`src/rtl/core/bngt_pkg.sv`:
```
`default_nettype none
package bngt_pkg;

   localparam int unsigned NODE_ABITS = 16;
   localparam int unsigned LEAF_ABITS = 16;
   localparam int unsigned PROB_BITS = 16;
   localparam int unsigned BACKOFF_BITS = 14;
   localparam int unsigned MAX_ORDER = 4;
   localparam int unsigned WORD_BITS = 18;
   localparam int unsigned CSR_IDX_BITS = 3;
   localparam int unsigned CSR_DATA_BITS = 18;

   localparam logic [31:0] Q_ONE = 32'h0100_0000;
   localparam logic [31:0] Q_MAX = 32'hFFFF_FFFF;

   typedef enum logic [2:0] {
      KIND_QUERY = 3'd0,
      KIND_NODE  = 3'd1,
      KIND_LEAF  = 3'd2,
      KIND_PROB  = 3'd3,
      KIND_BOW   = 3'd4
   } kind_type;

   typedef enum logic [2:0] {
      CSR_MODEL_ORDER = 3'd0,
      CSR_USE_LOG     = 3'd1,
      CSR_LEVEL1_BASE = 3'd2,
      CSR_LEVEL2_BASE = 3'd3,
      CSR_LEVEL3_BASE = 3'd4,
      CSR_FILLER_ID   = 3'd5
   } csr_index_type;

   typedef enum logic [4:0] {
      ST_IDLE,
      ST_START,
      ST_NA,
      ST_NB,
      ST_NT,
      ST_PROBE,
      ST_CMP,
      ST_MUL,
      ST_SAT,
      ST_BO_NEXT,
      ST_ROOT,
      ST_HA,
      ST_HL,
      ST_HB,
      ST_HC,
      ST_OUT
   } state_type;

   typedef struct packed {
      logic [2:0]  kind;
      logic [15:0] address;
      logic [17:0] word_id;
      logic [2:0]  state_level;
      logic [17:0] state_index;
      logic [15:0] child_start;
      logic [15:0] pr_index;
      logic [13:0] bow_index;
      logic [31:0] table_value;
   } req_item_type;

   typedef struct packed {
      logic [31:0] cost;
      logic [2:0]  next_level;
      logic [15:0] next_index;
      logic [2:0]  hist_level;
      logic [15:0] hist_index;
   } rsp_item_type;

   typedef struct packed {
      logic [2:0]            model_order;
      logic                  use_log;
      logic [15:0]           level1_base;
      logic [15:0]           level2_base;
      logic [15:0]           level3_base;
      logic [WORD_BITS-1:0]  filler_id;
   } cfg_type;

   typedef struct packed {
      logic [WORD_BITS-1:0] wid;
      logic [15:0]          ch;
      logic [PROB_BITS-1:0] pr;
   } node_key_type;

   typedef struct packed {
      logic [BACKOFF_BITS-1:0] bow;
      logic [2:0]              bol;
      logic [15:0]             bon;
   } node_link_type;

   typedef struct packed {
      logic [WORD_BITS-1:0] wid;
      logic [PROB_BITS-1:0] pr;
      logic [2:0]           bol;
      logic [15:0]          bon;
   } leaf_type;

   typedef struct packed {
      logic [NODE_ABITS-1:0]   node_addr;
      logic [LEAF_ABITS-1:0]   leaf_addr;
      logic [PROB_BITS-1:0]    prob_addr;
      logic [BACKOFF_BITS-1:0] bow_addr;
   } rd_addr_type;

   typedef struct packed {
      node_key_type  key;
      node_link_type link;
      leaf_type      leaf;
      logic [31:0]   prob;
      logic [31:0]   bow;
   } rd_data_type;

   typedef struct packed {
      logic                    node_we;
      logic                    leaf_we;
      logic                    prob_we;
      logic                    bow_we;
      logic [NODE_ABITS-1:0]   node_addr;
      logic [LEAF_ABITS-1:0]   leaf_addr;
      logic [PROB_BITS-1:0]    prob_addr;
      logic [BACKOFF_BITS-1:0] bow_addr;
      node_key_type            key;
      node_link_type           link;
      leaf_type                leaf;
      logic [31:0]             value;
   } wr_type;

   function automatic logic [NODE_ABITS-1:0] node_addr(input cfg_type cfg,
                                                       input logic [2:0] lvl,
                                                       input logic [15:0] idx);
      logic [15:0] base;
      case (lvl)
         3'd1:    base = cfg.level1_base;
         3'd2:    base = cfg.level2_base;
         3'd3:    base = cfg.level3_base;
         default: base = 16'd0;
      endcase
      return NODE_ABITS'(base + idx);
   endfunction

endpackage
`default_nettype wire

```
`src/rtl/core/bngt_walk.sv`:
```
`default_nettype none
module bngt_walk (
   input  wire                   clock,
   input  wire                   reset,
   input  bngt_pkg::cfg_type      cfg,
   input  wire                   req_valid,
   output logic                  req_stall,
   input  bngt_pkg::req_item_type req_item,
   output logic                  rsp_valid,
   input  wire                   rsp_stall,
   output bngt_pkg::rsp_item_type rsp_item,
   output bngt_pkg::rd_addr_type  rd_addr,
   input  bngt_pkg::rd_data_type  rd_data
);

   bngt_pkg::state_type state_ff, state_in, after_ff;

   logic [bngt_pkg::WORD_BITS-1:0] wid_ff;
   logic [2:0]                     slvl_ff, lvl_ff, rl_ff, hl_ff;
   logic [15:0]                    pos_ff, ri_ff, hi_ff;
   logic [15:0]                    h_ff, t_ff, m_ff, ch_a_ff;
   logic [bngt_pkg::BACKOFF_BITS-1:0] bow_ff;
   logic [2:0]                     bol_ff;
   logic [15:0]                    bon_ff;
   logic [bngt_pkg::PROB_BITS-1:0] pr_ff;
   logic                           src_bow_ff;
   logic [31:0]                    cost_ff;
   logic [63:0]                    prod_ff;
   logic                           rsp_valid_ff;
   bngt_pkg::rsp_item_type         rsp_ff;

   logic [2:0]  order;
   logic [2:0]  cl;
   logic        cl_leaf;
   logic [15:0] mid;
   logic [bngt_pkg::WORD_BITS-1:0] probe_wid;
   logic [bngt_pkg::PROB_BITS-1:0] probe_pr;
   logic [31:0] operand;
   logic [63:0] scaled;
   logic        accept;
   logic        out_free;

   always_comb begin
      if (cfg.model_order == 3'd0) begin
         order = 3'd1;
      end else if (cfg.model_order > 3'(bngt_pkg::MAX_ORDER)) begin
         order = 3'(bngt_pkg::MAX_ORDER);
      end else begin
         order = cfg.model_order;
      end
   end

   assign cl        = lvl_ff + 3'd1;
   assign cl_leaf   = (cl >= order);
   assign mid       = h_ff + ((t_ff - h_ff) >> 1);
   assign probe_wid = cl_leaf ? rd_data.leaf.wid : rd_data.key.wid;
   assign probe_pr  = cl_leaf ? rd_data.leaf.pr : rd_data.key.pr;
   assign operand   = src_bow_ff ? rd_data.bow : rd_data.prob;
   assign scaled    = cfg.use_log ? prod_ff : (prod_ff >> 24);
   assign accept    = req_valid && !req_stall;
   assign out_free  = !rsp_valid_ff || !rsp_stall;

   // next state
   always_comb begin
      state_in = state_ff;
      case (state_ff)
         bngt_pkg::ST_IDLE: begin
            if (accept && req_item.kind == bngt_pkg::KIND_QUERY) state_in = bngt_pkg::ST_START;
         end
         bngt_pkg::ST_START: begin
            state_in = (wid_ff == cfg.filler_id) ? bngt_pkg::ST_HA : bngt_pkg::ST_NA;
         end
         bngt_pkg::ST_NA:    state_in = bngt_pkg::ST_NB;
         bngt_pkg::ST_NB:    state_in = bngt_pkg::ST_NT;
         bngt_pkg::ST_NT:    state_in = bngt_pkg::ST_PROBE;
         bngt_pkg::ST_PROBE: state_in = (h_ff < t_ff) ? bngt_pkg::ST_CMP : bngt_pkg::ST_MUL;
         bngt_pkg::ST_CMP: begin
            state_in = (probe_wid == wid_ff) ? bngt_pkg::ST_MUL : bngt_pkg::ST_PROBE;
         end
         bngt_pkg::ST_MUL:   state_in = bngt_pkg::ST_SAT;
         bngt_pkg::ST_SAT:   state_in = after_ff;
         bngt_pkg::ST_BO_NEXT: begin
            state_in = (lvl_ff == 3'd0) ? bngt_pkg::ST_ROOT : bngt_pkg::ST_NA;
         end
         bngt_pkg::ST_ROOT:  state_in = bngt_pkg::ST_MUL;
         bngt_pkg::ST_HA:    state_in = (rl_ff >= order) ? bngt_pkg::ST_HL : bngt_pkg::ST_HB;
         bngt_pkg::ST_HL:    state_in = bngt_pkg::ST_OUT;
         bngt_pkg::ST_HB:    state_in = bngt_pkg::ST_HC;
         bngt_pkg::ST_HC:    state_in = bngt_pkg::ST_OUT;
         bngt_pkg::ST_OUT:   state_in = out_free ? bngt_pkg::ST_IDLE : bngt_pkg::ST_OUT;
         default:            state_in = bngt_pkg::ST_IDLE;
      endcase
   end

   // outputs and memory read addresses
   always_comb begin
      req_stall = 1'b1;
      rd_addr   = '0;
      case (state_ff)
         bngt_pkg::ST_IDLE: req_stall = 1'b0;
         bngt_pkg::ST_NA: rd_addr.node_addr = bngt_pkg::node_addr(cfg, lvl_ff,
                                                        (lvl_ff == 3'd0) ? 16'd0 : pos_ff);
         bngt_pkg::ST_NB: rd_addr.node_addr = bngt_pkg::node_addr(cfg, lvl_ff,
                                                        (lvl_ff == 3'd0) ? 16'd0 : pos_ff) + 1'b1;
         bngt_pkg::ST_PROBE: begin
            rd_addr.node_addr = bngt_pkg::node_addr(cfg, cl, mid);
            rd_addr.leaf_addr = bngt_pkg::LEAF_ABITS'(mid);
            rd_addr.bow_addr  = bow_ff;
         end
         bngt_pkg::ST_CMP:  rd_addr.prob_addr = probe_pr;
         bngt_pkg::ST_MUL: begin
            rd_addr.prob_addr = pr_ff;
            rd_addr.bow_addr  = bow_ff;
         end
         bngt_pkg::ST_ROOT: rd_addr.prob_addr = rd_data.key.pr;
         bngt_pkg::ST_HA: begin
            rd_addr.node_addr = bngt_pkg::node_addr(cfg, rl_ff, ri_ff);
            rd_addr.leaf_addr = bngt_pkg::LEAF_ABITS'(ri_ff);
         end
         bngt_pkg::ST_HB: rd_addr.node_addr = bngt_pkg::node_addr(cfg, rl_ff, ri_ff) + 1'b1;
         default: ;
      endcase
   end

   always_ff @(posedge clock) begin
      if (reset) begin
         state_ff     <= bngt_pkg::ST_IDLE;
         rsp_valid_ff <= 1'b0;
      end else begin
         state_ff <= state_in;
         if (state_ff == bngt_pkg::ST_OUT && out_free) begin
            rsp_valid_ff <= 1'b1;
         end else if (!rsp_stall) begin
            rsp_valid_ff <= 1'b0;
         end
      end
   end

   always_ff @(posedge clock) begin
      case (state_ff)
         bngt_pkg::ST_IDLE: begin
            wid_ff  <= req_item.word_id;
            slvl_ff <= req_item.state_level;
            pos_ff  <= req_item.state_index[15:0];
            cost_ff <= cfg.use_log ? 32'd0 : bngt_pkg::Q_ONE;
            rl_ff   <= 3'd0;
            ri_ff   <= 16'd0;
         end
         bngt_pkg::ST_START: begin
            if (slvl_ff >= order) begin
               lvl_ff <= 3'd0;
               pos_ff <= 16'd0;
            end else begin
               lvl_ff <= slvl_ff;
            end
         end
         bngt_pkg::ST_NB: begin
            h_ff   <= rd_data.key.ch;
            bow_ff <= rd_data.link.bow;
            bol_ff <= rd_data.link.bol;
            bon_ff <= rd_data.link.bon;
         end
         bngt_pkg::ST_NT: t_ff <= rd_data.key.ch;
         bngt_pkg::ST_PROBE: begin
            m_ff <= mid;
            if (!(h_ff < t_ff)) begin
               src_bow_ff <= 1'b1;
               after_ff   <= bngt_pkg::ST_BO_NEXT;
            end
         end
         bngt_pkg::ST_CMP: begin
            if (probe_wid < wid_ff) begin
               h_ff <= m_ff + 16'd1;
            end else if (probe_wid > wid_ff) begin
               t_ff <= m_ff;
            end else begin
               rl_ff      <= cl;
               ri_ff      <= m_ff;
               pr_ff      <= probe_pr;
               src_bow_ff <= 1'b0;
               after_ff   <= bngt_pkg::ST_HA;
            end
         end
         bngt_pkg::ST_MUL: begin
            if (cfg.use_log) begin
               prod_ff <= 64'(cost_ff) + 64'(operand);
            end else begin
               prod_ff <= 64'(cost_ff) * 64'(operand);
            end
         end
         bngt_pkg::ST_SAT: cost_ff <= (|scaled[63:32]) ? bngt_pkg::Q_MAX : scaled[31:0];
         bngt_pkg::ST_BO_NEXT: begin
            if (bol_ff >= lvl_ff) begin
               lvl_ff <= 3'd0;
               pos_ff <= 16'd0;
            end else begin
               lvl_ff <= bol_ff;
               pos_ff <= bon_ff;
            end
         end
         bngt_pkg::ST_ROOT: begin
            pr_ff      <= rd_data.key.pr;
            rl_ff      <= 3'd0;
            ri_ff      <= 16'd0;
            src_bow_ff <= 1'b0;
            after_ff   <= bngt_pkg::ST_HA;
         end
         bngt_pkg::ST_HL: begin
            hl_ff <= rd_data.leaf.bol;
            hi_ff <= rd_data.leaf.bon;
         end
         bngt_pkg::ST_HB: begin
            ch_a_ff <= rd_data.key.ch;
            bol_ff  <= rd_data.link.bol;
            bon_ff  <= rd_data.link.bon;
         end
         bngt_pkg::ST_HC: begin
            // a node without children backs off to its link
            if (rd_data.key.ch == ch_a_ff) begin
               hl_ff <= bol_ff;
               hi_ff <= bon_ff;
            end else begin
               hl_ff <= rl_ff;
               hi_ff <= ri_ff;
            end
         end
         bngt_pkg::ST_OUT: begin
            if (out_free) begin
               rsp_ff.cost       <= cost_ff;
               rsp_ff.next_level <= rl_ff;
               rsp_ff.next_index <= ri_ff;
               rsp_ff.hist_level <= hl_ff;
               rsp_ff.hist_index <= hi_ff;
            end
         end
         default: ;
      endcase
   end

   assign rsp_valid = rsp_valid_ff;
   assign rsp_item  = rsp_ff;

   a_probe_in_range: assert property (@(posedge clock) disable iff (reset)
      state_ff == bngt_pkg::ST_CMP |-> $past(h_ff) < $past(t_ff))
      else $error("probe issued on an empty range");

   a_sat_return: assert property (@(posedge clock) disable iff (reset)
      state_ff == bngt_pkg::ST_SAT |=> state_ff == $past(after_ff))
      else $error("combine did not return to its caller");

   a_rsp_source: assert property (@(posedge clock) disable iff (reset)
      $rose(rsp_valid_ff) |-> $past(state_ff) == bngt_pkg::ST_OUT)
      else $error("result raised outside the output state");

   a_level_bound: assert property (@(posedge clock) disable iff (reset)
      state_ff == bngt_pkg::ST_NA |-> lvl_ff < order)
      else $error("node level at or above model order");

endmodule
`default_nettype wire

```
`config.mk`:
```
export PLATFORM = sky130hd
export DESIGN_NAME = bngt_walk
export DESIGN_NICKNAME = d
export VERILOG_FILES = /design/src/rtl/core/bngt_pkg.sv /design/src/rtl/core/bngt_walk.sv
export SDC_FILE = /design/constraint.sdc
export NUM_CORES = 2
export LEC_CHECK = 0
export ABC_AREA = 1
export ABC_CLOCK_PERIOD_IN_PS = 8750
export BUFFER_PORTS_ARGS = -buffer_cell sky130_fd_sc_hd__buf_2
export CAP_MARGIN = 30
export CORE_ASPECT_RATIO = 1.2
export CORE_MARGIN = 2
export CORE_UTILIZATION = 50
export CTS_CLUSTER_DIAMETER = 120
export DETAILED_ROUTE_END_ITERATION = 10
export PLACE_DENSITY = 0.82
export SYNTH_ARGS = -nofsm -noshare
export SYNTH_HDL_FRONTEND = slang
export SYNTH_SLANG_ARGS = --single-unit
export TNS_END_PERCENT = 1
```
`constraint.sdc`:
```
create_clock -name clock -period 8.75 [get_ports clock]
set_input_delay 1.75 -clock clock [delete_from_list [all_inputs] [get_ports clock]]
set_output_delay 1.75 -clock clock [all_outputs]
set_load 0.005 [all_outputs]
```
* Word-level counts from Yosys, hierarchy flattened
Index checks and enable logic that the tools add are counted.
** Storage, ports and cells
- Bits of input ports :: 410
- Register bits after elaboration :: 369
- Output and inout port bits :: 134
** Operators by class
- Reductions and logical operators :: 31
- $mul :: 1
- $add $sub $neg :: 12
- Muxes and demuxes :: 66
- Magnitude comparators :: 8
- Equal/unequal tests :: 35
** Operators with widths (number)
- 16-bit two-way mux :: 17
- 16-bit one-hot mux with 3 select lines :: 5
- 16-bit one-hot mux with 2 select lines :: 6
- 64-bit two-way mux :: 2
- 16-bit adder :: 5
- 16-bit one-hot mux with 5 select lines :: 1
- 5-bit one-hot mux with 15 select lines :: 1
- 32-bit by 32-bit multiplier with 64-bit output :: 1
- 32-bit two-way mux :: 2
- 32-bit one-hot mux with 2 select lines :: 1
- 16-bit by 1-bit adder with 16-bit output, second input constant :: 3
- 5-bit by 4-bit equality test with 1-bit output, second input constant :: 8
- 18-bit equality test :: 2
- 32-bit by 32-bit adder with 33-bit output :: 1
- 32-bit OR reduction :: 1
- 25-bit two-way mux :: 1
- 3-bit two-way mux :: 7
- 5-bit by 3-bit equality test with 1-bit output, second input constant :: 4
- 5-bit two-way mux :: 4
- 3-bit by 2-bit equality test with 1-bit output, second input constant :: 6
- 18-bit > comparator :: 1
- 18-bit < comparator :: 1
- 18-bit two-way mux :: 1
- 3-bit one-hot mux with 2 select lines :: 3
- other kinds (29) :: 69

* Depth between registers and ports, before layout
- Depth in word-level cells :: 9
- Depth in mapped cells :: 36
- Depth with buffers taken out :: 35

* Least setup slack after synthesis
OpenSTA, ideal clock, no wires.
- Kind :: input -> register
- Start point :: in rd_data[18] in the netlist's numbering
- End point :: reg prod_ff[63] (data pin)
- Stages on the path :: 27
- Data arrival time :: 8.071 ns
- Data required time :: 8.495 ns
- Path buffers :: 1
- Setup time :: 0.255 ns
- Slack :: 0.425 ns
- Cells stage by stage :: or2_2 nand2_1 inv_1 buf_2 ha_1 inv_1 fa_1 fa_1 inv_1 fa_1 fa_1 fa_1 fa_1 fa_1 inv_1 fa_1 inv_1 ha_1 nand2_1 nor2_1 inv_1 nor3_1 nand2_1 nor3_1 nand2_1 a21oi_1 nor2_1
** On the way
- Cells in the longest elaborated chain, start to end :: 3
** Ends and longest elaborated chain
- start: declaration :: RTL line bngt_walk.sv:13 : input bngt_pkg::rd_data_type rd_data
- 32-bit two-way mux :: RTL line bngt_walk.sv:58 : assign operand = src_bow_ff ? rd_data.bow : rd_data.prob;
- 32-bit by 32-bit multiplier with 64-bit output :: RTL line bngt_walk.sv:188 : prod_ff <= 64'(cost_ff) * 64'(operand);
- 64-bit two-way mux :: RTL line bngt_walk.sv:185 : if (cfg.use_log) begin
- end signal: assignment :: RTL line bngt_walk.sv:186 : prod_ff <= 64'(cost_ff) + 64'(operand);
- end signal: assignment :: RTL line bngt_walk.sv:188
- end: declaration :: RTL line bngt_walk.sv:28 : logic [63:0] prod_ff;
No other way between the ends.
A chain may end at the register's enable or synchronous reset.

* Final worst setup path
- Start point :: in rd_data[17] in the netlist's numbering
- End point :: reg prod_ff[56] (data pin)
Same word-level chain as after synthesis.

==> flow_summary.ini <==
[timing]
finalWorstSetupSlack_ns = 0.132
min_period_ns = 8.62
max_freq_mhz = 116
fin_crit_sh_pct = 98.5
hold_violations = 0
slew_headroom_pct = 34.3
tightest_slew_ns = 0.985
worst_clock_skew_ns = 0.0496
drv_slew = 0
rsz0062_at_grt = true
setup_violations = 0

[global_route]
track_usage_pct = 38.3
grt_start_max_net_pins = 76
grt-ovfl-total = 0
grt_pass1_vias = 55300
antenna_found_initial = 18
grt_pass1_wl_um = 334000

[route]
via_count = 54000
detail_route.wl_per_cell_um = 23.8
avgViaCountPerCell = 5.66
drtIter0Drc = 5174
wl_um = 227000
ant_nets = 0
drt_first_pass_iters = 7
drc_errors = 0

[clock_network]
ctsResizeCount = 0
cts_buffers = 45
ctsHoldBuffers = 0
clock-sinks = 364
post_cts_buffers = 0
clk_pin_slew_worst_paths_ns = 0.06
tritoncts = done
htreeDepth = 2
cts_buffer_depth = 3
clkLatencyLatePin_ns = 0.67
root_buffer = clkbuf_16

[placed_design]
dpl-instance-area_sq_um = 64400
place.gp.congestion = 1.08
hpwlAfterDp_um = 188000
portBuffers = 447
dp_slack_ns = -0.448

[final_layout]
design_area_sq_um = 66000
area_growth_pct = 13.8
layout-drive-gt1-share_pct = 12.8
fin_nets = 9691
multiInputGateArea_sq_um = 40400
n_fill_cell = 10400
regArea_sq_um = 10900

[critical_path]
endpoint = prod_ff[56]
crit_buf_inv = 9
reg2reg_depth = 30
r2r_end = prod_ff[56]
crit_required_ns = 9.15
worstSetupPathDepth = 29
regToRegSetupSlack_ns = 0.39
path_class = in2reg
cp-start-kind = input pin
crit_fanout = 4
crit_path_top_delay_cell = fa_1
startpoint = rd_data[17]
crit_top_cell = fa_1
worstPathArrival_ns = 9.02
crit_family = adder cells
end_kind = flop
slowest_delay_ns = 0.58
rr_startpoint = src_bow_ff

[logic_synthesis]
muxShareOfSynthArea_pct = 0.466
ys_seq_elements = 364
synthXorXnorAreaFrac_pct = 1.15
yosys.cell_types.count = 57
synth_fa_ha_area_share_pct = 40.0
synth_edf_count = 359
synth-simple-area-share_pct = 20.9
seq_area_frac_synth_pct = 18.8
ys_warn_count = 0
async_flop_share_pct = 0
syn_area_sq_um = 58000
synth_compound_area_share_pct = 6.89
syn_area_per_cell_sq_um = 7.92
ys.flop_type = edfxtp_1
synth_top_family_by_area = adder cells
synthesis.nets = 9047
syn_inst = 7323

[power_and_ir_drop]
power.leakage_nw = 33.9
powerDensity_nw_per_um2 = 146
ir_drop_uv = 158
p_total_mw = 9.65

[floorplanning]
fp.dieH_um = 377
core_area_sq_um = 115000
start_util_pct = 50.5
io_pins = 544
die_w_um = 315
num_rows = 136
dieArea_sq_um = 119000

[job]
drv_cap = 0

[run_status]
status = completed

[worst_hold_path]
hold_class = reg2reg
-- power breakdown --
part / switching [mW] / internal, mW
combinational: 3.53 / 2.10
clock: 0.896 / 1.09
sequential: 0.0375 / 1.99
-- cells in the mapped netlist, types with 18 or more instances --
cell type / count / share of area [%]
nand2_1: 1633 / 11
inv_1: 1546 / 10
nor2_1: 966 / 6.3
fa_1: 903 / 31
ha_1: 411 / 8.9
edfxtp_1: 359 / 19
o21ai_0: 285 / 2.5
a21oi_1: 263 / 2.3
nand3_1: 225 / 1.9
clkbuf_1: 181 / 1.2
or2_2: 64 / 0.69
nor3_1: 50 / 0.43
xor2_1: 43 / 0.65
nand4_1: 38 / 0.41
xnor2_1: 33 / 0.50
buf_2: 32 / 0.28
o211ai_1: 32 / 0.41
o221ai_1: 31 / 0.47
clkinv_1: 24 / 0.16
a31oi_1: 22 / 0.24
mux2i_1: 18 / 0.31
-- cell usage in the layout (no fill, tap or decap), types with 6 or more instances in the layout --
cell type	instances
a21boi_0	6
a21o_1	10
a21oi_1	263
a31oi_1	22
and2_1	9
buf_12	19
buf_2	447
buf_4	353
clkbuf_16	45
clkinv_1	28
diode_2	14
edfxtp_1	359
fa_1	903
ha_1	410
inv_1	1546
inv_2	10
mux2_2	8
mux2i_1	18
nand2_1	1632
nand3_1	223
nand3b_1	17
nand4_1	38
nor2_1	955
nor2_2	10
nor3_1	49
nor4_1	6
o211ai_1	32
o21ai_0	282
o21ai_2	12
o21bai_1	17
o221ai_1	31
or2_2	64
xnor2_1	33
xor2_1	43
-- per-layer routing --
metal  GRT usage (%)  routed length, um  share of wire (%)
met3            9.15              22700                 10
met4            32.4              24800                 11
met5               0                 48              0.021
met1            40.7              72600                 32
met2            64.2             107000                 47
-- kinds of logic (layout without fill, tap and decap cells) --
| logic type | count (synthesis) | after routing |
|---|---|---|
| simple gates | 3025 | 3025 |
| buf+inv | 1808 | 2488 |
| fa+ha+maj | 1314 | 1314 |
| compound gates | 710 | 710 |
| flops | 364 | 364 |
| xor+xnor | 76 | 76 |
| mux | 26 | 26 |
| other cells | 0 | 14 |
-- registers in the layout, indices dropped and copies added, names as in the netlist, 18 cells and up --
name      flops
cost_ff      32
prod_ff      64
rsp_item     70
wid_ff       18
-- worst min-delay path by stage --
stage                     startpoint            to  slack, ns  depth (start not counted)
after floorplan             hi_ff[0]   rsp_item[0]       0.40                          0
after global placement      hl_ff[0]  rsp_item[16]       0.41                          0
after detailed placement    hi_ff[7]   rsp_item[7]       0.41                          0
after CTS                   hi_ff[7]   rsp_item[7]       0.42                          0
after global routing        hl_ff[0]  rsp_item[16]       0.43                          0
final                       hl_ff[2]  rsp_item[18]       0.42                          0
-- cell type report --
cell class / count / area share, %
Clock inverter: 33 / 0.588
Clock buffer: 50 / 1.73
Antenna cell: 14 / 0.0531
Timing Repair Buffer: 823 / 8.10
Multi-Input combinational cell: 5151 / 61.1
Inverter: 1582 / 9.01
Tap cell: 1518 / 2.88
Sequential cell: 364 / 16.5
-- worst reg2reg max path, delay by kind of cell (launching register included) --
kind / cells / cell delay (ns)
compound gates: 4 / 0.77
buf+inv: 10 / 1.43
simple gates: 7 / 0.90
flops: 1 / 0.55
fa+ha+maj: 9 / 4.47
-- stage by stage --
stage               TNS (ns)  hold slack [ns]  util, %  cells
floorplan                  0            0.400        -   7323
global placement      -10.60            0.409     56.0   9430
detailed placement    -11.77            0.405     56.1   9437
CTS                        0            0.423     57.4   9520
global route         -0.0359            0.432     57.4   9529
finish                     0            0.423     57.5   9535
No activity file was read; power rests on OpenSTA's default activity.
